$ cat config.mk
export PLATFORM = sky130hd
export DESIGN_NAME = gtg_cordic
export DESIGN_NICKNAME = d
export VERILOG_FILES = /design/src/rtl/gtg_pkg.sv /design/src/rtl/gtg_cordic.sv
export SDC_FILE = /design/constraint.sdc
export NUM_CORES = 2
export LEC_CHECK = 0
export BUFFER_PORTS_ARGS = -buffer_cell sky130_fd_sc_hd__buf_2
export CAP_MARGIN = 5
export CORE_MARGIN = 2
export CORE_UTILIZATION = 45
export CTS_CLUSTER_DIAMETER = 50
export DETAILED_ROUTE_END_ITERATION = 8
export PLACE_DENSITY = 0.71
export SLEW_MARGIN = 5
export SYNTH_ARGS = -nofsm -noshare
export SYNTH_HDL_FRONTEND = slang
export SYNTH_SLANG_ARGS = --single-unit
$ cat constraint.sdc
create_clock -name clk -period 8.07 [get_ports clk]
set_clock_uncertainty 0.15 [all_clocks]
set_input_delay 2.0175 -clock clk [delete_from_list [all_inputs] [get_ports clk]]
set_output_delay 2.0175 -clock clk [all_outputs]
set_load 0.02 [all_outputs]
$ cat src/rtl/gtg_pkg.sv
// ----------------------------------------------------------------------------
// gtg_pkg
// Shared types and constants for the go-to-goal velocity controller.
// ----------------------------------------------------------------------------
package gtg_pkg;

    localparam int FRAC_BITS     = 12;
    localparam int CORDIC_STAGES = 16;
    localparam int GUARD_BITS    = 8;
    localparam int ANGLE_FRAC    = 30;

    localparam int CFG_W     = 16;
    localparam int POS_W     = 16;
    localparam int HEAD_W    = 15;
    localparam int SPEED_W   = 16;
    localparam int TURN_W    = 15;
    localparam int DIFF_W    = POS_W + 1;
    localparam int XY_W      = 28;
    localparam int Z_W       = 34;
    localparam int KINV_W    = 30;
    localparam int PROD_W    = (XY_W - 1) + KINV_W;
    localparam int DIST_SHIFT = ANGLE_FRAC + GUARD_BITS;
    localparam int DIST_W    = PROD_W - DIST_SHIFT;
    localparam int Z_SHIFT   = ANGLE_FRAC - FRAC_BITS;
    localparam int BEAR_W    = Z_W - Z_SHIFT;
    localparam int ERR_W     = BEAR_W + 1;
    localparam int GPROD_W   = CFG_W + DIST_W;
    localparam int SPEED_FULL_W = GPROD_W - FRAC_BITS;

    localparam logic [KINV_W-1:0]        KINV_Q30    = KINV_W'(652032874);
    localparam logic signed [Z_W-1:0]    HALF_PI_Q30 = Z_W'(1686629713);
    localparam logic [PROD_W-1:0]        DIST_ROUND  = PROD_W'(1) << (DIST_SHIFT - 1);
    localparam logic signed [Z_W-1:0]    Z_ROUND     = Z_W'(1) << (Z_SHIFT - 1);

    localparam int DIST_TH_I = ((1 << FRAC_BITS) + 5) / 10;
    localparam int ANG_TH_I  = ((2 << FRAC_BITS) + 5) / 10;
    localparam logic [DIST_W-1:0] DIST_TH = DIST_W'(DIST_TH_I);
    localparam logic [TURN_W-1:0] ANG_TH  = TURN_W'(ANG_TH_I);

    localparam logic [CFG_W-1:0] AIM_X_RST      = CFG_W'(4096);
    localparam logic [CFG_W-1:0] AIM_Y_RST      = CFG_W'(4096);
    localparam logic [CFG_W-1:0] GAIN_RST       = CFG_W'(4096);
    localparam logic [CFG_W-1:0] SPEED_CEIL_RST = CFG_W'(12288);

    localparam int ATAN_N = 24;
    localparam logic [31:0] ATAN_TBL [ATAN_N] = '{
        32'd843314857, 32'd497837829, 32'd263043837, 32'd133525159,
        32'd67021687,  32'd33543516,  32'd16775851,  32'd8388437,
        32'd4194283,   32'd2097149,   32'd1048576,   32'd524288,
        32'd262144,    32'd131072,    32'd65536,     32'd32768,
        32'd16384,     32'd8192,      32'd4096,      32'd2048,
        32'd1024,      32'd512,       32'd256,       32'd128
    };

    typedef enum logic [1:0] {
        CFG_AIM_X      = 2'd0,
        CFG_AIM_Y      = 2'd1,
        CFG_GAIN       = 2'd2,
        CFG_SPEED_CEIL = 2'd3
    } cfg_reg_e;

    typedef struct packed {
        logic signed [XY_W-1:0]   x;
        logic signed [XY_W-1:0]   y;
        logic signed [Z_W-1:0]    z;
        logic signed [HEAD_W-1:0] heading;
    } vec_t;

endpackage

$ cat src/rtl/gtg_cordic.sv
// ----------------------------------------------------------------------------
// gtg_cordic
// Pipelined CORDIC vectoring, one micro-rotation per register stage.
// ----------------------------------------------------------------------------
module gtg_cordic (
    input  logic          clk,
    input  logic          rst_n,
    input  logic          in_valid,
    output logic          in_ready,
    input  gtg_pkg::vec_t in_vec,
    output logic          out_valid,
    input  logic          out_ready,
    output gtg_pkg::vec_t out_vec
);
    import gtg_pkg::*;

    vec_t vec_in  [CORDIC_STAGES+1];
    logic valid_in[CORDIC_STAGES+1];
    logic rdy     [CORDIC_STAGES+1];
    vec_t vec_reg [CORDIC_STAGES];
    logic valid_reg[CORDIC_STAGES];

    assign vec_in[0]            = in_vec;
    assign valid_in[0]          = in_valid;
    assign rdy[CORDIC_STAGES]   = out_ready;
    assign in_ready             = rdy[0];

    for (genvar i = 0; i < CORDIC_STAGES; i++)
    begin : g_stage
        localparam logic signed [Z_W-1:0] ATAN_I = $signed({2'b00, ATAN_TBL[i]});

        logic signed [XY_W-1:0] xs;
        logic signed [XY_W-1:0] ys;
        vec_t                   vec_next;

        always_comb
        begin
            xs       = vec_in[i].x >>> i;
            ys       = vec_in[i].y >>> i;
            vec_next = vec_in[i];
            if (!vec_in[i].y[XY_W-1])
            begin
                vec_next.x = vec_in[i].x + ys;
                vec_next.y = vec_in[i].y - xs;
                vec_next.z = vec_in[i].z + ATAN_I;
            end
            else
            begin
                vec_next.x = vec_in[i].x - ys;
                vec_next.y = vec_in[i].y + xs;
                vec_next.z = vec_in[i].z - ATAN_I;
            end
        end

        assign rdy[i] = !valid_reg[i] || rdy[i+1];

        always_ff @(posedge clk or negedge rst_n)
        begin
            if (!rst_n)
                valid_reg[i] <= 1'b0;
            else if (rdy[i])
                valid_reg[i] <= valid_in[i];
        end

        always_ff @(posedge clk)
        begin
            if (rdy[i] && valid_in[i])
                vec_reg[i] <= vec_next;
        end

        assign vec_in[i+1]   = vec_reg[i];
        assign valid_in[i+1] = valid_reg[i];
    end

    assign out_valid = valid_in[CORDIC_STAGES];
    assign out_vec   = vec_in[CORDIC_STAGES];

endmodule

==> impl_metrics.csv <==
group,metric,value,unit
min_path,min_from,"vec_reg[0][430]$_DFFE_PP_",
cells_and_area,largest_register_ff_count,1679,
timing,max_freq,149,MHz
floorplanning,floorplan.initialDensity,45.2,%
worst_setup_path,setup.worst_path.start_class,"input port",
logic_synthesis,dominantRegCellSynth,"sky130_fd_sc_hd__edfxtp_1",
global_routing,globalRouteOverflowTotal,0,
clocking,clock_insertion_delay_at_the_later_pin_of_the_skew_report,0.92,ns
cells_and_area,area_delta_synth_final,10.0,%
worst_setup_path,critical_path.slowest_cell,"sky130_fd_sc_hd__nor3_1",
timing,finalCriticalPeriod,6.69,ns
cells_and_area,sequential_cell_area,50800,µm²
drt,route.detailed.drc,0,
clocking,cts_setup_buffers,0,
cells_and_area,multi_input_area,70600,µm²
timing,unrepaired_setup_endpoints_after_global_routing,"no",
logic_synthesis,ys.warnings.count,0,
placement,place_inst,16100,
timing,finalSetupViolations,0,
worst_setup_path,setup.reg_to_reg.worst_slack,2.77,ns
clocking,cts_sinks,1695,
worst_setup_path,reg2reg_from,"vec_reg[0][611]$_DFFE_PP_",
status,violations,"antenna violations",
placement,hpwl,220,mm
clocking,ctsResizeCount,0,
timing,timing.slew.headroom,23.2,%
drt,drt_iter0_drc,6278,
cells_and_area,fillers,24900,
global_routing,wire_length_of_the_first_global_routing_pass,454,mm
placement,gp_routability_congestion,0.925,
worst_setup_path,critPathArrivalTime,4.53,ns
status,run_status,"finished, violations left",
floorplanning,design.portCount,216,
worst_setup_path,critical_path_max_stage_delay,0.67,ns
worst_setup_path,chain_of_cells_forming_the_critical_path,"buf_2, nor2b_1, nand3_1, nor2_1, nand2_1, nor3_1, and3_1, nand3_1, buf_2",
drt,routed_wire_length_per_instance,17.1,µm
clocking,cts.reportedPaths.clkPinSlew,0.06,ns
global_routing,grt_start_max_net_pins,106,
timing,fin_crit_sh,83.0,%
logic_synthesis,synthMostInstantiatedCell,"sky130_fd_sc_hd__edfxtp_1",
worst_setup_path,r2r_cells,17,
worst_setup_path,setup.worst_path.end_class,"output pin",
logic_synthesis,synth_nets,13900,
worst_setup_path,worst-path-max-fanout,5,
global_routing,vias_in_the_first_global_route,86800,
clocking,clk_root_buffer_cell,"sky130_fd_sc_hd__clkbuf_16",
logic_synthesis,synth.yosys.seq_area_share,40.7,%
cells_and_area,post_layout_nonfiller_instances,16500,
worst_setup_path,cp_num_buf_inv,2,
worst_setup_path,critical_path.top_delay_family,"simple AND/OR/NAND/NOR gates",
floorplanning,rows,193,
placement,dp_worst_setup_slack,1.36,ns
worst_setup_path,reg2reg_to,"vec_reg[0][706]$_DFFE_PP_",
timing,timing_hold_violations_final,0,
floorplanning,dieHeight,531,µm
min_path,worst_hold_path.num_cells,0,
placement,place.port_buffers,215,
clocking,ctsLongestPathBuffers,4,
clocking,h-tree-depth,4,
logic_synthesis,synth_async_sr_flop_share,0.944,%
timing,pnr_worst_setup_slack,1.38,ns
floorplanning,placeableCoreArea,276000,µm²
cells_and_area,finish.net_count,14100,
clocking,holdBufCountCts,0,
global_routing,gr-usage-all-layers,19.5,%
clocking,tritoncts,"yes",
drt,via_per_inst,5.55,
timing,worst_slew_pin_slew,1.14,ns
logic_synthesis,ys_types,96,
logic_synthesis,post_synth_instance_area,125000,µm²
min_path,hold_path.class,"reg2reg",
run,max_cap_violation_count,0,
drt,route.antenna.remaining_nets,1,
logic_synthesis,yosys-top-cells-area,"sky130_fd_sc_hd__edfxtp_1 (40%), sky130_fd_sc_hd__ha_1 (14%), sky130_fd_sc_hd__xnor2_1 (8.0%)",
logic_synthesis,syn_inst,12300,
placement,dpl-instance-area,130000,µm²
logic_synthesis,post-synth-top-area-fraction,40.4,%
clocking,cts_buffers,218,
logic_synthesis,netlist_top_cells_count,"sky130_fd_sc_hd__edfxtp_1 (1,679), sky130_fd_sc_hd__ha_1 (1,386), sky130_fd_sc_hd__nor2_1 (1,213)",
global_routing,antenna_found_initial,5,
floorplanning,die_width,531,µm
drt,vias,91500,
drt,first_pass_iters,6,
logic_synthesis,synth_area_per_cell,10.1,µm²
cells_and_area,design_area,137000,µm²
drt,routed_wl,282,mm
worst_setup_path,critPathRequiredTime,5.90,ns
floorplanning,fp.dieArea,282000,µm²
logic_synthesis,synth_area_leader_cell,"sky130_fd_sc_hd__edfxtp_1",
logic_synthesis,synth.ff_latch_count,1695,
min_path,min_delay_worst_endpoint,"vec_reg[0][535]$_DFFE_PP_",
worst_setup_path,critPathKind,"in2out",
logic_synthesis,synth_enable_flop_cells,1679,
cells_and_area,layout-drive-gt1-share,6.07,%
timing,fin_tns_setup,0,ns
timing,maxSlewViolCount,0,
per-layer routing:
layer / GRT usage (%) / routed length (µm)
met3: 2.32 / 12800
met2: 33.9 / 135000
met4: 7.23 / 11000
met1: 24.8 / 124000
met5: 0 / 16
worst reg2reg max path, stage by stage, from the launching register on:
cell and delay (ns):
sky130_fd_sc_hd__edfxtp_1 0.46, sky130_fd_sc_hd__nor4_1 0.44, sky130_fd_sc_hd__nand2_1 0.13, sky130_fd_sc_hd__nor4_1 0.74, sky130_fd_sc_hd__a21oi_1 0.19, sky130_fd_sc_hd__xor2_1 0.18
sky130_fd_sc_hd__ha_1 0.38, sky130_fd_sc_hd__nand2_1 0.12, sky130_fd_sc_hd__o21ai_1 0.09, sky130_fd_sc_hd__o31ai_1 0.29, sky130_fd_sc_hd__o21ai_1 0.17, sky130_fd_sc_hd__nand2_1 0.09
sky130_fd_sc_hd__o21ai_1 0.11, sky130_fd_sc_hd__o41a_1 0.35, sky130_fd_sc_hd__and4_1 0.21, sky130_fd_sc_hd__a2111oi_1 0.59, sky130_fd_sc_hd__a21oi_1 0.17, sky130_fd_sc_hd__xor2_1 0.19
stage by stage:
step,utilization (%),hold slack (ns)
finish,49.7,0.227
global route,49.7,0.228
CTS,49.7,0.216
detailed placement,47.0,0.255
global placement,47.0,0.250
floorplan,-,0.250
cell usage in the layout, fill, tap and decap left out, drive strengths merged, types with 84 or more instances in the layout:
cell type     n
xnor2      1134
a21o        445
a31oi       118
and2         84
o21a        223
a211oi       95
clkbuf      249
edfxtp     1679
buf         275
nor2       1213
nor3        296
ha         1386
nor4         96
inv         633
and3         87
o21bai      156
o21ai       606
nand2b      178
nand2       587
xor2        505
a21oi      1177
nand3       185
nor2b       221
how the worst max path moves through the flow:
stage	from	cells past startpoint	to
6_report	out_ready	9	in_ready
5_1_grt	out_ready	9	in_ready
4_1_cts	out_ready	9	in_ready
3_5_place_dp	out_ready	9	in_ready
3_3_place_gp	out_ready	9	in_ready
2_1_floorplan	out_ready	7	vec_reg[0][210]$_DFFE_PP_
area by class of cell:
type | instances | area share, %
Tap cell | 3705 | 3.37
Antenna cell | 28 | 0.0510
Clock inverter | 156 | 1.32
Inverter | 590 | 1.61
Clock buffer | 249 | 4.12
Multi-Input combinational cell | 9806 | 51.4
Timing Repair Buffer | 275 | 1.14
Sequential cell | 1695 | 37.0
cell families (layout without fill, tap and decap cells):
family,count (synthesis),count (layout),synth area share (%)
AO/OA/AOI/OAI,3406,3406,17.4
AND/OR/NAND/NOR,3266,3266,12.4
flip-flops,1695,1695,40.7
XOR/XNOR,1639,1639,11.5
adder cells (fa/ha/maj),1435,1435,14.7
buffers and inverters,839,1270,2.84
multiplexers,60,60,0.507
other,0,28,0
Power is not shown: default switching activity piles up to over one toggle a cycle in this logic, so the estimate is an artifact.
