===== src/rtl/gtg_pkg.sv =====
// ----------------------------------------------------------------------------
// gtg_pkg
// Shared types and constants for the go-to-goal velocity controller.
// ----------------------------------------------------------------------------
package gtg_pkg;

    localparam int FRAC_BITS     = 12;
    localparam int CORDIC_STAGES = 16;
    localparam int GUARD_BITS    = 8;
    localparam int ANGLE_FRAC    = 30;

    localparam int CFG_W     = 16;
    localparam int POS_W     = 16;
    localparam int HEAD_W    = 15;
    localparam int SPEED_W   = 16;
    localparam int TURN_W    = 15;
    localparam int DIFF_W    = POS_W + 1;
    localparam int XY_W      = 28;
    localparam int Z_W       = 34;
    localparam int KINV_W    = 30;
    localparam int PROD_W    = (XY_W - 1) + KINV_W;
    localparam int DIST_SHIFT = ANGLE_FRAC + GUARD_BITS;
    localparam int DIST_W    = PROD_W - DIST_SHIFT;
    localparam int Z_SHIFT   = ANGLE_FRAC - FRAC_BITS;
    localparam int BEAR_W    = Z_W - Z_SHIFT;
    localparam int ERR_W     = BEAR_W + 1;
    localparam int GPROD_W   = CFG_W + DIST_W;
    localparam int SPEED_FULL_W = GPROD_W - FRAC_BITS;

    localparam logic [KINV_W-1:0]        KINV_Q30    = KINV_W'(652032874);
    localparam logic signed [Z_W-1:0]    HALF_PI_Q30 = Z_W'(1686629713);
    localparam logic [PROD_W-1:0]        DIST_ROUND  = PROD_W'(1) << (DIST_SHIFT - 1);
    localparam logic signed [Z_W-1:0]    Z_ROUND     = Z_W'(1) << (Z_SHIFT - 1);

    localparam int DIST_TH_I = ((1 << FRAC_BITS) + 5) / 10;
    localparam int ANG_TH_I  = ((2 << FRAC_BITS) + 5) / 10;
    localparam logic [DIST_W-1:0] DIST_TH = DIST_W'(DIST_TH_I);
    localparam logic [TURN_W-1:0] ANG_TH  = TURN_W'(ANG_TH_I);

    localparam logic [CFG_W-1:0] AIM_X_RST      = CFG_W'(4096);
    localparam logic [CFG_W-1:0] AIM_Y_RST      = CFG_W'(4096);
    localparam logic [CFG_W-1:0] GAIN_RST       = CFG_W'(4096);
    localparam logic [CFG_W-1:0] SPEED_CEIL_RST = CFG_W'(12288);

    localparam int ATAN_N = 24;
    localparam logic [31:0] ATAN_TBL [ATAN_N] = '{
        32'd843314857, 32'd497837829, 32'd263043837, 32'd133525159,
        32'd67021687,  32'd33543516,  32'd16775851,  32'd8388437,
        32'd4194283,   32'd2097149,   32'd1048576,   32'd524288,
        32'd262144,    32'd131072,    32'd65536,     32'd32768,
        32'd16384,     32'd8192,      32'd4096,      32'd2048,
        32'd1024,      32'd512,       32'd256,       32'd128
    };

    typedef enum logic [1:0] {
        CFG_AIM_X      = 2'd0,
        CFG_AIM_Y      = 2'd1,
        CFG_GAIN       = 2'd2,
        CFG_SPEED_CEIL = 2'd3
    } cfg_reg_e;

    typedef struct packed {
        logic signed [XY_W-1:0]   x;
        logic signed [XY_W-1:0]   y;
        logic signed [Z_W-1:0]    z;
        logic signed [HEAD_W-1:0] heading;
    } vec_t;

endpackage


===== src/rtl/gtg_intf.sv =====
// ----------------------------------------------------------------------------
// gtg_intf
// Valid/ready channels for pose samples and velocity commands.
// ----------------------------------------------------------------------------
interface gtg_pose_if;
    import gtg_pkg::*;

    logic                     valid;
    logic                     ready;
    logic [POS_W-1:0]         cur_x;
    logic [POS_W-1:0]         cur_y;
    logic signed [HEAD_W-1:0] heading;

    modport source (output valid, output cur_x, output cur_y, output heading, input ready);
    modport sink   (input valid, input cur_x, input cur_y, input heading, output ready);
endinterface



===== src/rtl/gtg_front.sv =====
// ----------------------------------------------------------------------------
// gtg_front
// Forms the scaled offset to the target and folds it into the right half plane.
// ----------------------------------------------------------------------------
module gtg_front (
    input  logic                         clk,
    input  logic                         rst_n,
    gtg_pose_if.sink                     pose,
    input  logic [gtg_pkg::CFG_W-1:0]    aim_x,
    input  logic [gtg_pkg::CFG_W-1:0]    aim_y,
    output logic                         out_valid,
    input  logic                         out_ready,
    output gtg_pkg::vec_t                out_vec
);
    import gtg_pkg::*;

    logic signed [DIFF_W-1:0] dx;
    logic signed [DIFF_W-1:0] dy;
    logic signed [XY_W-1:0]   dx_s;
    logic signed [XY_W-1:0]   dy_s;
    vec_t                     vec_next;
    vec_t                     vec_reg;
    logic                     valid_reg;
    logic                     ready;

    assign dx = $signed({1'b0, aim_x}) - $signed({1'b0, pose.cur_x});
    assign dy = $signed({1'b0, aim_y}) - $signed({1'b0, pose.cur_y});
    assign dx_s = {{(XY_W - DIFF_W - GUARD_BITS){dx[DIFF_W-1]}}, dx, {GUARD_BITS{1'b0}}};
    assign dy_s = {{(XY_W - DIFF_W - GUARD_BITS){dy[DIFF_W-1]}}, dy, {GUARD_BITS{1'b0}}};

    // rotate a left-half-plane vector by a quarter turn toward +x
    always_comb
    begin
        vec_next.heading = pose.heading;
        if (dx_s[XY_W-1])
        begin
            if (!dy_s[XY_W-1])
            begin
                vec_next.x = dy_s;
                vec_next.y = -dx_s;
                vec_next.z = HALF_PI_Q30;
            end
            else
            begin
                vec_next.x = -dy_s;
                vec_next.y = dx_s;
                vec_next.z = -HALF_PI_Q30;
            end
        end
        else
        begin
            vec_next.x = dx_s;
            vec_next.y = dy_s;
            vec_next.z = '0;
        end
    end

    assign ready      = !valid_reg || out_ready;
    assign pose.ready = ready;

    always_ff @(posedge clk or negedge rst_n)
    begin
        if (!rst_n)
            valid_reg <= 1'b0;
        else if (ready)
            valid_reg <= pose.valid;
    end

    always_ff @(posedge clk)
    begin
        if (ready && pose.valid)
            vec_reg <= vec_next;
    end

    assign out_valid = valid_reg;
    assign out_vec   = vec_reg;

endmodule


===== src/flat_wrapper.sv =====
// flat-port wrapper written by rule: the top's interface ports become plain ports
module gtg_front_flat import gtg_pkg::*;
  (clk, rst_n, aim_x, aim_y, out_valid, out_ready, out_vec, pose_valid, pose_cur_x, pose_cur_y, pose_heading, pose_ready);
  gtg_pose_if pose_i ();
  input  logic clk;
  input  logic rst_n;
  input  logic [gtg_pkg::CFG_W-1:0] aim_x;
  input  logic [gtg_pkg::CFG_W-1:0] aim_y;
  output logic out_valid;
  input  logic out_ready;
  output gtg_pkg::vec_t out_vec;
  input wire logic [$bits(pose_i.valid)-1:0] pose_valid;
  input wire logic [$bits(pose_i.cur_x)-1:0] pose_cur_x;
  input wire logic [$bits(pose_i.cur_y)-1:0] pose_cur_y;
  input wire logic [$bits(pose_i.heading)-1:0] pose_heading;
  output wire logic [$bits(pose_i.ready)-1:0] pose_ready;
  assign pose_i.valid = pose_valid;
  assign pose_i.cur_x = pose_cur_x;
  assign pose_i.cur_y = pose_cur_y;
  assign pose_i.heading = pose_heading;
  assign pose_ready = pose_i.ready;
  gtg_front u_core (.clk(clk), .rst_n(rst_n), .pose(pose_i), .aim_x(aim_x), .aim_y(aim_y), .out_valid(out_valid), .out_ready(out_ready), .out_vec(out_vec));
endmodule

===== config.mk =====
export PLATFORM = sky130hd
export DESIGN_NAME = gtg_front_flat
export DESIGN_NICKNAME = d
export VERILOG_FILES = /design/src/rtl/gtg_pkg.sv /design/src/rtl/gtg_intf.sv /design/src/rtl/gtg_front.sv /design/src/flat_wrapper.sv
export SDC_FILE = /design/constraint.sdc
export NUM_CORES = 1
export LEC_CHECK = 0
export BUFFER_PORTS_ARGS = -buffer_cell sky130_fd_sc_hd__buf_2
export CAP_MARGIN = 20
export CORE_MARGIN = 2
export CORE_UTILIZATION = 45
export CTS_CLUSTER_DIAMETER = 60
export DETAILED_ROUTE_END_ITERATION = 8
export PLACE_DENSITY = 0.77
export SLEW_MARGIN = 20
export SYNTH_ARGS = -nofsm -noshare
export SYNTH_HDL_FRONTEND = slang
export SYNTH_SLANG_ARGS = --single-unit

===== constraint.sdc =====
create_clock -name clk -period 2.3 [get_ports clk]
set_input_delay 0.115 -clock clk [delete_from_list [all_inputs] [get_ports clk]]
set_output_delay 0.115 -clock clk [all_outputs]
set_load 0.01 [all_outputs]

==> impl_metrics.json <==
{
  "status": "finished, violations left",
  "violations": "negative setup slack",
  "critPathMaxFanout": 5,
  "finalHoldViolCount": 0,
  "synthTopCellsByCount": "edfxtp_1 (58), buf_4 (49), inv_1 (48)",
  "drcViolationCount": 0,
  "crit_required_ns": 2.37,
  "grt_pass1_vias": 5052,
  "numPortBuffers": 173,
  "die_h_um": 110,
  "grt_util_all_layers": 0.252,
  "yosys-top-cells-area": "edfxtp_1 (34%), ha_1 (8.6%), buf_4 (7.2%), xnor2_1 (4.0%), xor2_1 (3.8%)",
  "final_util": 0.758,
  "p_leak_nw": 3.84,
  "path_class": "in2reg",
  "cellPowerDensity_nw_per_um2": 633,
  "postPlaceCellArea_um2": 6980,
  "gp_congestion": 0.931,
  "insertion_delay_ns": 0.32,
  "cap_violations": 0,
  "setup_viol": 34,
  "synth_area_um2": 5090,
  "stdcell_area_um2": 8290,
  "setup_tns_ns": -5.53,
  "yosysUniqueCellTypes": 77,
  "dieArea_um2": 12200,
  "crit_arrival_ns": 2.67,
  "rsz0062_at_grt": "yes",
  "ys.flop_type": "edfxtp_1",
  "fin_cells": 984,
  "period_minus_slack_ns": 2.60,
  "crit_slowest_cell": "a211o_4",
  "via_per_inst": 5.21,
  "numCtsBuffers": 9,
  "fin_hold_ws_ns": 0.00722,
  "maxSlewHeadroom": 0.617,
  "hpwl_mm": 11.1,
  "cts_buffer_depth": 2,
  "ir_drop_mv": 0.611,
  "clock_sinks": 59,
  "post-synth-top-area-cell": "edfxtp_1",
  "drt_iter0_markers": 227,
  "place_inst": 916,
  "grt_pass1_wl_mm": 23.5,
  "synth.avg_cell_area_um2": 9.66,
  "slowest_delay_ns": 0.36,
  "cp-end-kind": "flip-flop",
  "n_fill_cell": 717,
  "drt-pass1-iter-count": 4,
  "synth_edf_count": 58,
  "routedWlPerCell_um": 16.1,
  "ys_warn_count": 0,
  "num_antenna_cells": 0,
  "initial_core_util": 0.466,
  "vias": 5126,
  "syn2layout_area_growth_pct": 62.9,
  "grt_max_degree": 51,
  "slew_viol_final": 0,
  "worst_pin_slew_ns": 0.566,
  "cts_tree": "built",
  "synth_top_area_share": 0.342,
  "yosysMostFrequentCell": "edfxtp_1",
  "antenna_found_initial": 0,
  "pin_count": 190,
  "cp-start-kind": "input pin",
  "power_mw": 5.25,
  "maxClockFrequency_mhz": 384,
  "syn_inst": 527,
  "ys_ff_latch": 59,
  "clk_pin_slew_ns": 0.05,
  "drive_gt1_frac": 0.552,
  "post-route-period-util": 1.13,
  "coreArea_um2": 10900,
  "gr-total-overflow": 0,
  "row_count": 38,
  "hold_path_class": "in2reg",
  "ys_seq_area_frac": 0.347,
  "root_buffer": "clkbuf_16",
  "cp_num_buf_inv": 5,
  "critical-path-top-delay-family": "compound AO/OA/AOI/OAI gates",
  "skew_ns": 0.00442,
  "path_cells": "buf_8 -> inv_12 -> ha_4 -> inv_2 -> fa_2 -> a211o_4 -> a21oi_4 -> o21a_1 -> buf_4 -> nor4_2 -> a311o_1 -> buf_4 -> nor3_2 -> a21oi_2 -> xnor2_1 -> mux2i_1",
  "post-place-ws_ns": -0.679,
  "synthArstFlopShare": 0.0169,
  "die_width_um": 110,
  "crit_path_frequent_cell": "buf_4",
  "routed_wl_mm": 15.8,
  "finalWorstSetupSlack_ns": -0.304,
  "h-tree-depth": 3,
  "antenna_left": 0,
  "fin_nets": 959
}
[placed cells by master, fill, tap and decap left out, drive strengths merged, types with 5 or more instances in the layout]
cell type / count
o21ai: 29
and3: 5
dlygate4sd3: 16
ha: 35
a21oi: 24
o31ai: 5
a211oi: 10
clkbuf: 9
nor3: 7
nor2: 32
nor4: 8
nand3: 16
xor2: 24
xnor2: 25
a21o: 9
nor2b: 7
mux2i: 14
a31oi: 6
o21a: 5
edfxtp: 58
inv: 50
nand2: 36
buf: 330
conb: 19
or3: 5
[cell type report]
class | instances | area, µm² | share of cell area
tap | 140 | 175 | 0.0211
inverter | 49 | 244 | 0.0294
timing repair buffer | 346 | 2440 | 0.294
timing repair inverter | 1 | 16.3 | 0.00196
multi-input combinational | 373 | 3350 | 0.404
clock inverter | 7 | 76.3 | 0.00920
sequential | 59 | 1770 | 0.213
clock buffer | 9 | 225 | 0.0272
[report_power, final]
part | switching (mW) | total, mW | internal [mW]
Sequential | 0.0435 | 1.41 | 1.37
Combinational | 1.28 | 2.51 | 1.23
Clock | 0.487 | 1.33 | 0.844
[state kept, by name (all words and copies together), names as in the netlist]
register	flops
u_core.out_vec	58
u_core.out_valid	1
[worst paths after layout]
path | start | to | slack (ns) | cells after the start
min | pose_valid | u_core.out_valid$_DFFE_PN0N_ | 0.007 | 2
max in group asynchronous | rst_n | u_core.out_valid$_DFFE_PN0N_ | 2.12 | 2
max reg2reg | u_core.out_valid$_DFFE_PN0N_ | u_core.out_vec[89]$_DFFE_PP_ | 0.75 | 3
min in group asynchronous | rst_n | u_core.out_valid$_DFFE_PN0N_ | 0.09 | 2
min reg2reg | u_core.out_valid$_DFFE_PN0N_ | u_core.out_valid$_DFFE_PN0N_ | 0.66 | 2
max | aim_y[0] | u_core.out_vec[98]$_DFFE_PP_ | -0.30 | 16
[metal layers]
layer  vias to the layer above  routed length [µm]  GRT usage
met5                         -                   0          0
met4                         0                 420      0.112
met3                        31                1060     0.0441
met2                       246                8180      0.459
met1                      2406                6180      0.288
li1                       2443                   -          -
[timing repair]
item,in CTS,in global routing
pin swaps,41,36
gates resized for setup,82,32
buffers inserted,24,10
hold buffers,16,0
endpoints found under the hold margin,16,0
setup endpoints to repair,39,37
cloned,5,0
[logic make-up after synthesis]
group | after synthesis | synth area share
mux | 14 | 0.0275
simple gates | 136 | 0.141
other cells | 1 | 0.000736
compound gates | 118 | 0.172
fa+ha+maj | 37 | 0.0939
xor+xnor | 49 | 0.0902
flops | 59 | 0.347
buf+inv | 113 | 0.128
(Power assumes the default switching activity.)
