$ cat src/rtl/gtg_pkg.sv
// ----------------------------------------------------------------------------
// gtg_pkg
// Shared types and constants for the go-to-goal velocity controller.
// ----------------------------------------------------------------------------
package gtg_pkg;

    localparam int FRAC_BITS     = 12;
    localparam int CORDIC_STAGES = 16;
    localparam int GUARD_BITS    = 8;
    localparam int ANGLE_FRAC    = 30;

    localparam int CFG_W     = 16;
    localparam int POS_W     = 16;
    localparam int HEAD_W    = 15;
    localparam int SPEED_W   = 16;
    localparam int TURN_W    = 15;
    localparam int DIFF_W    = POS_W + 1;
    localparam int XY_W      = 28;
    localparam int Z_W       = 34;
    localparam int KINV_W    = 30;
    localparam int PROD_W    = (XY_W - 1) + KINV_W;
    localparam int DIST_SHIFT = ANGLE_FRAC + GUARD_BITS;
    localparam int DIST_W    = PROD_W - DIST_SHIFT;
    localparam int Z_SHIFT   = ANGLE_FRAC - FRAC_BITS;
    localparam int BEAR_W    = Z_W - Z_SHIFT;
    localparam int ERR_W     = BEAR_W + 1;
    localparam int GPROD_W   = CFG_W + DIST_W;
    localparam int SPEED_FULL_W = GPROD_W - FRAC_BITS;

    localparam logic [KINV_W-1:0]        KINV_Q30    = KINV_W'(652032874);
    localparam logic signed [Z_W-1:0]    HALF_PI_Q30 = Z_W'(1686629713);
    localparam logic [PROD_W-1:0]        DIST_ROUND  = PROD_W'(1) << (DIST_SHIFT - 1);
    localparam logic signed [Z_W-1:0]    Z_ROUND     = Z_W'(1) << (Z_SHIFT - 1);

    localparam int DIST_TH_I = ((1 << FRAC_BITS) + 5) / 10;
    localparam int ANG_TH_I  = ((2 << FRAC_BITS) + 5) / 10;
    localparam logic [DIST_W-1:0] DIST_TH = DIST_W'(DIST_TH_I);
    localparam logic [TURN_W-1:0] ANG_TH  = TURN_W'(ANG_TH_I);

    localparam logic [CFG_W-1:0] AIM_X_RST      = CFG_W'(4096);
    localparam logic [CFG_W-1:0] AIM_Y_RST      = CFG_W'(4096);
    localparam logic [CFG_W-1:0] GAIN_RST       = CFG_W'(4096);
    localparam logic [CFG_W-1:0] SPEED_CEIL_RST = CFG_W'(12288);

    localparam int ATAN_N = 24;
    localparam logic [31:0] ATAN_TBL [ATAN_N] = '{
        32'd843314857, 32'd497837829, 32'd263043837, 32'd133525159,
        32'd67021687,  32'd33543516,  32'd16775851,  32'd8388437,
        32'd4194283,   32'd2097149,   32'd1048576,   32'd524288,
        32'd262144,    32'd131072,    32'd65536,     32'd32768,
        32'd16384,     32'd8192,      32'd4096,      32'd2048,
        32'd1024,      32'd512,       32'd256,       32'd128
    };

    typedef enum logic [1:0] {
        CFG_AIM_X      = 2'd0,
        CFG_AIM_Y      = 2'd1,
        CFG_GAIN       = 2'd2,
        CFG_SPEED_CEIL = 2'd3
    } cfg_reg_e;

    typedef struct packed {
        logic signed [XY_W-1:0]   x;
        logic signed [XY_W-1:0]   y;
        logic signed [Z_W-1:0]    z;
        logic signed [HEAD_W-1:0] heading;
    } vec_t;

endpackage

$ cat src/rtl/gtg_intf.sv


interface gtg_cmd_if;
    import gtg_pkg::*;

    logic               valid;
    logic               ready;
    logic [SPEED_W-1:0] linear_speed;
    logic [TURN_W-1:0]  turn_rate;

    modport source (output valid, output linear_speed, output turn_rate, input ready);
    modport sink   (input valid, input linear_speed, input turn_rate, output ready);
endinterface

$ cat src/rtl/gtg_back.sv
// ----------------------------------------------------------------------------
// gtg_back
// Scales the CORDIC magnitude to a distance, rounds the bearing and picks
// between stop, turn in place and drive ahead.
// ----------------------------------------------------------------------------
module gtg_back (
    input  logic                      clk,
    input  logic                      rst_n,
    input  logic                      in_valid,
    output logic                      in_ready,
    input  gtg_pkg::vec_t             in_vec,
    input  logic [gtg_pkg::CFG_W-1:0] gain,
    input  logic [gtg_pkg::CFG_W-1:0] speed_ceil,
    gtg_cmd_if.source                 cmd
);
    import gtg_pkg::*;

    // stage A: magnitude times 1/K, angle error
    logic [XY_W-2:0]          x_pos;
    logic [PROD_W-1:0]        prod_next;
    logic signed [Z_W-1:0]    z_rnd;
    logic signed [BEAR_W-1:0] bearing;
    logic signed [ERR_W-1:0]  err;
    logic [ERR_W-1:0]         err_abs;
    logic                     a_valid_reg;
    logic [PROD_W-1:0]        a_prod_reg;
    logic [TURN_W-1:0]        a_aerr_reg;
    logic                     a_ready;

    // stage B: rounded distance and decisions
    logic [PROD_W-1:0]        dist_sum;
    logic [DIST_W-1:0]        dist_next;
    logic                     b_valid_reg;
    logic [DIST_W-1:0]        b_dist_reg;
    logic                     b_near_reg;
    logic                     b_turn_reg;
    logic [TURN_W-1:0]        b_aerr_reg;
    logic                     b_ready;

    // stage C: gain product
    logic                     c_valid_reg;
    logic [GPROD_W-1:0]       c_speed_reg;
    logic                     c_near_reg;
    logic                     c_turn_reg;
    logic [TURN_W-1:0]        c_aerr_reg;
    logic                     c_ready;

    // stage D: output register
    logic [SPEED_FULL_W-1:0]  speed_full;
    logic [SPEED_W-1:0]       speed_sat;
    logic [SPEED_W-1:0]       linear_next;
    logic [TURN_W-1:0]        turn_next;
    logic                     d_valid_reg;
    logic [SPEED_W-1:0]       d_linear_reg;
    logic [TURN_W-1:0]        d_turn_reg;
    logic                     d_ready;

    assign d_ready  = !d_valid_reg || cmd.ready;
    assign c_ready  = !c_valid_reg || d_ready;
    assign b_ready  = !b_valid_reg || c_ready;
    assign a_ready  = !a_valid_reg || b_ready;
    assign in_ready = a_ready;

    assign x_pos     = in_vec.x[XY_W-1] ? '0 : in_vec.x[XY_W-2:0];
    assign prod_next = x_pos * KINV_Q30;
    assign z_rnd     = in_vec.z + Z_ROUND;
    assign bearing   = z_rnd[Z_W-1:Z_SHIFT];
    assign err       = ERR_W'(bearing) - ERR_W'(in_vec.heading);
    assign err_abs   = err[ERR_W-1] ? ERR_W'(-err) : ERR_W'(err);

    assign dist_sum  = a_prod_reg + DIST_ROUND;
    assign dist_next = dist_sum[PROD_W-1:DIST_SHIFT];

    assign speed_full = c_speed_reg[GPROD_W-1:FRAC_BITS];
    assign speed_sat  = (speed_full > SPEED_FULL_W'(speed_ceil)) ? speed_ceil
                                                                  : SPEED_W'(speed_full);

    always_comb
    begin
        linear_next = '0;
        turn_next   = '0;
        if (!c_near_reg)
        begin
            if (c_turn_reg)
                turn_next = c_aerr_reg;
            else
                linear_next = speed_sat;
        end
    end

    always_ff @(posedge clk or negedge rst_n)
    begin
        if (!rst_n)
        begin
            a_valid_reg <= 1'b0;
            b_valid_reg <= 1'b0;
            c_valid_reg <= 1'b0;
            d_valid_reg <= 1'b0;
        end
        else
        begin
            if (a_ready)
                a_valid_reg <= in_valid;
            if (b_ready)
                b_valid_reg <= a_valid_reg;
            if (c_ready)
                c_valid_reg <= b_valid_reg;
            if (d_ready)
                d_valid_reg <= c_valid_reg;
        end
    end

    always_ff @(posedge clk)
    begin
        if (a_ready && in_valid)
        begin
            a_prod_reg <= prod_next;
            a_aerr_reg <= TURN_W'(err_abs);
        end
        if (b_ready && a_valid_reg)
        begin
            b_dist_reg <= dist_next;
            b_near_reg <= (dist_next <= DIST_TH);
            b_turn_reg <= (a_aerr_reg > ANG_TH);
            b_aerr_reg <= a_aerr_reg;
        end
        if (c_ready && b_valid_reg)
        begin
            c_speed_reg <= gain * b_dist_reg;
            c_near_reg  <= b_near_reg;
            c_turn_reg  <= b_turn_reg;
            c_aerr_reg  <= b_aerr_reg;
        end
        if (d_ready && c_valid_reg)
        begin
            d_linear_reg <= linear_next;
            d_turn_reg   <= turn_next;
        end
    end

    assign cmd.valid        = d_valid_reg;
    assign cmd.linear_speed = d_linear_reg;
    assign cmd.turn_rate    = d_turn_reg;

    a_one_command: assert property (@(posedge clk) disable iff (!rst_n)
        cmd.valid |-> (cmd.linear_speed == '0 || cmd.turn_rate == '0))
        else $error("both speed and turn commanded");

    a_speed_cap: assert property (@(posedge clk) disable iff (!rst_n)
        cmd.valid |-> (cmd.linear_speed <= speed_ceil))
        else $error("linear speed above ceiling");

    a_turn_floor: assert property (@(posedge clk) disable iff (!rst_n)
        (cmd.valid && cmd.turn_rate != '0) |-> (cmd.turn_rate > ANG_TH))
        else $error("turn command below angle threshold");

    a_near_stop: assert property (@(posedge clk) disable iff (!rst_n)
        (c_valid_reg && d_ready && c_near_reg) |=>
            (d_linear_reg == '0 && d_turn_reg == '0))
        else $error("command issued inside goal radius");

endmodule

$ cat src/flat_wrapper.sv
// flat-port wrapper written by rule: the top's interface ports become plain ports
module gtg_back_flat import gtg_pkg::*;
  (clk, rst_n, in_valid, in_ready, in_vec, gain, speed_ceil, cmd_valid, cmd_linear_speed, cmd_turn_rate, cmd_ready);
  gtg_cmd_if cmd_i ();
  input  logic clk;
  input  logic rst_n;
  input  logic in_valid;
  output logic in_ready;
  input  gtg_pkg::vec_t in_vec;
  input  logic [gtg_pkg::CFG_W-1:0] gain;
  input  logic [gtg_pkg::CFG_W-1:0] speed_ceil;
  output wire logic [$bits(cmd_i.valid)-1:0] cmd_valid;
  output wire logic [$bits(cmd_i.linear_speed)-1:0] cmd_linear_speed;
  output wire logic [$bits(cmd_i.turn_rate)-1:0] cmd_turn_rate;
  input wire logic [$bits(cmd_i.ready)-1:0] cmd_ready;
  assign cmd_valid = cmd_i.valid;
  assign cmd_linear_speed = cmd_i.linear_speed;
  assign cmd_turn_rate = cmd_i.turn_rate;
  assign cmd_i.ready = cmd_ready;
  gtg_back u_core (.clk(clk), .rst_n(rst_n), .in_valid(in_valid), .in_ready(in_ready), .in_vec(in_vec), .gain(gain), .speed_ceil(speed_ceil), .cmd(cmd_i));
endmodule
$ cat config.mk
export PLATFORM = sky130hd
export DESIGN_NAME = gtg_back_flat
export DESIGN_NICKNAME = d
export VERILOG_FILES = /design/src/rtl/gtg_pkg.sv /design/src/rtl/gtg_intf.sv /design/src/rtl/gtg_back.sv /design/src/flat_wrapper.sv
export SDC_FILE = /design/constraint.sdc
export NUM_CORES = 2
export LEC_CHECK = 0
export BUFFER_PORTS_ARGS = -buffer_cell sky130_fd_sc_hd__buf_2
export CAP_MARGIN = 20
export CORE_MARGIN = 2
export CORE_UTILIZATION = 25
export CTS_CLUSTER_DIAMETER = 120
export DETAILED_ROUTE_END_ITERATION = 10
export HOLD_SLACK_MARGIN = 0.03
export PLACE_DENSITY = 0.42
export SLEW_MARGIN = 15
export SYNTH_ARGS = -nofsm -noshare
export SYNTH_HDL_FRONTEND = slang
export SYNTH_SLANG_ARGS = --single-unit
export TNS_END_PERCENT = 100
$ cat constraint.sdc
create_clock -name clk -period 6.66 [get_ports clk]
set_clock_uncertainty 0.1 [all_clocks]
set_input_delay 0.666 -clock clk [delete_from_list [all_inputs] [get_ports clk]]
set_output_delay 0.666 -clock clk [all_outputs]
set_load 0.005 [all_outputs]
==> qor.yml <==
route:
  route.detailed.drc: 0
  vias: 20940
  via_per_inst: 4.192
  wire_per_inst_um: 16.85
  drtIter0Drc: 912
  wirelength_mm: 84.15
  ant_nets: 0
  drt_first_pass_iters: 5
worst_setup_path:
  rr_worst_depth: 24
  end_kind: "register"
  slowest_delay_ns: 0.54
  required_ns: 6.75
  cp.arrival_ns: 6.89
  r2r_start: "u_core.b_dist_reg[9]"
  crit_type: "in -> reg"
  cp_slowest_cell: "fa_1"
  cp_common_cell: "fa_1"
  cp-start-kind: "input port"
  r2r-end: "u_core.c_speed_reg[27]"
  reg2reg_slack_ns: 0.31
  cp_max_fo: 6
synthesis:
  ys_seq_area_frac: 0.1468
  synth_nets: 4079
  syn_inst: 2984
  async_flop_share: 0.02740
  syn_area_um2: 29720
  syn_avg_cell_area_um2: 9.960
  ys_warn_count: 0
  ys_types: 65
  synth_seq_cells: 146
  synth_flop_cell: "edfxtp_1"
  synth_edf_count: 142
clock_network:
  root_buffer: "clkbuf_16"
  clkTransAtPathRegs_ns: 0.07
  cts_tree: "done"
  numCtsBuffers: 17
  cts.htree.levels: 4
  clk-insertion-delay-late_ns: 0.43
  clk_path_buf_depth: 2
  clkSinkCount: 146
finish:
  largest_reg_flops: 23
  area_growth_pct: 23.35
  antenna_cells: 0
  fin_cells: 4994
  nNetsFinal: 4541
  layout-drive-gt1-share: 0.2114
run_status:
  status: "finished with violations"
  violations: "negative setup slack"
placed_design:
  numPlacedInstances: 4936
  dp_hpwl_mm: 75.83
  portBuffers: 128
  gp_congestion: 0.8898
  place_ws_ns: -0.8332
timing:
  fmax_mhz: 147.0
  rsz0062_at_grt: "true"
  hold_violations: 0
  worst_pin_slew_ns: 0.9483
  fin_crit_sh: 1.021
  relSlewSlack: 0.3678
  finalCriticalPeriod_ns: 6.803
  setup_viol: 9
  setup_slack_ns: -0.1431
  slew_viol_final: 0
  setup_tns_ns: -0.5618
  whs_ns: 0.3113
worst_hold_path:
  hold_path_end: "u_core.c_turn_reg"
  hp-start: "u_core.b_turn_reg"
  hold_path_depth: 0
  min_path_type: "reg -> reg"
floorplanning:
  io_pins: 174
  dieArea_um2: 121700
  start_util: 0.2520
  coreArea_um2: 117900
  die_h_um: 348.8
  rows: 126
  fp.dieW_um: 348.8
global_routing:
  gr-total-overflow: 0
  grt_max_degree: 41
  grt_pass1_vias: 22970
  antenna_found_initial: 2
  grt_pass1_wl_mm: 132.0
  gr-usage-all-layers: 0.1410
job:
  cap_violations: 0
[cells in the mapped netlist, types with 5 or more instances]
master	count	area, µm²
or2_2	13	81.33
nor3_1	19	95.09
o21ai_0	48	240.2
a211oi_1	10	75.07
o211ai_1	21	157.7
inv_1	799	2999
nand2b_1	31	193.9
a41oi_1	5	43.79
and3_1	9	56.30
nand2_1	259	972.2
nor4_1	5	31.28
ha_1	391	4892
clkbuf_1	62	232.7
o21bai_1	7	52.55
xnor2_1	76	665.6
o21a_1	8	60.06
fa_1	563	11270
and4_1	6	52.55
edfxtp_1	142	4264
nand3_1	37	185.2
a21o_1	47	352.8
nand4_1	23	143.9
and2_1	125	782.0
nor2b_1	34	212.7
xor2_1	37	324.1
nor2_1	70	262.8
a21oi_1	59	295.3
a31oi_1	13	81.33
[critical path, delay by kind of cell]
| family | cells | cell delay (ns) |
|---|---|---|
| compound gates | 6 | 1.16 |
| fa+ha+maj | 8 | 3.48 |
| buf+inv | 8 | 0.84 |
| simple gates | 4 | 0.73 |
[kinds of logic after synthesis]
| kind of cell | Yosys count | synth area share |
|---|---|---|
| multiplexers | 2 | 0.0007157 |
| flip-flops | 146 | 0.1468 |
| buffers and inverters | 864 | 0.1093 |
| AND/OR/NAND/NOR | 645 | 0.1069 |
| AO/OA/AOI/OAI | 260 | 0.05907 |
| XOR/XNOR | 113 | 0.03330 |
| adder cells (fa/ha/maj) | 954 | 0.5438 |
[cell usage in the layout (no fill, tap or decap), types with 11 or more instances in the layout]
cell       synthesis  layout
inv_1            799     758
fa_1             563     540
ha_1             391     356
buf_4              1     353
nand2_1          259     258
edfxtp_1         142     142
buf_2              2     127
and2_1           125     120
xnor2_1           76      76
nor2_1            70      69
a21oi_1           59      49
a21o_1            47      47
o21ai_0           48      41
xor2_1            37      34
inv_2              0      34
nand3_1           37      31
ha_4               0      31
nand4_1           23      23
fa_2               0      23
nor2b_1           34      22
o211ai_1          21      21
nand2b_1          31      21
nor3_1            19      17
clkbuf_16          0      17
or2_2             13      12
buf_12             0      12
nor2b_4            0      11
a31oi_1           13      11
buf_6              0      11
[worst max path at each step]
stage / from / endpoint / slack (ns) / cells past startpoint
after floorplan: in_vec[104] / u_core.a_prod_reg[51] / -0.36 / 24
after global placement: in_vec[104] / u_core.a_prod_reg[51] / -0.76 / 26
after detailed placement: in_vec[104] / u_core.a_prod_reg[51] / -0.83 / 25
after CTS: in_vec[104] / u_core.a_prod_reg[51] / -0.15 / 25
after global routing: in_vec[104] / u_core.a_prod_reg[51] / -0.35 / 26
final: in_vec[104] / u_core.a_prod_reg[51] / -0.14 / 26
[per-layer routing]
metal  up-vias  share of wire  routed length (µm)  global-route usage
met2       211           0.50               41710              0.2464
met1     10570           0.47               39230              0.1924
met4         2          0.016                1334             0.02639
met5         -        0.00011                   9                   0
met3        44          0.022                1875            0.009261
li1      10110              -                   -                   -
[per-stage QoR]
stage	util	cell area [µm²]
3_3_place_gp	0.2992	35290
4_1_cts	0.3081	36330
5_1_grt	0.3109	36660
2_1_floorplan	-	30240
3_5_place_dp	0.2993	35300
6_report	0.3109	36660
[layout make-up]
| class | instances | area, µm² |
|---|---|---|
| multi-input cells | 1974 | 23020 |
| clock buffers | 17 | 425.4 |
| clock inverters | 14 | 157.7 |
| fillers | 12420 | 81260 |
| inverters | 799 | 3022 |
| well taps | 1536 | 1922 |
| flip-flops and latches | 146 | 4364 |
| repair buffers | 508 | 3745 |
[what timing repair did]
action / 4_1_cts / 5_1_grt
gates resized for setup: 78 / 51
endpoints found under the hold margin: 4 / 0
buffers inserted: 13 / 12
hold buffers: 1 / 0
pin swaps: 47 / 32
cloned: 2 / 0
endpoints found under the setup margin: 16 / 32
Power is not shown: default switching activity piles up to over one toggle a cycle in this logic, so the estimate is an artifact.
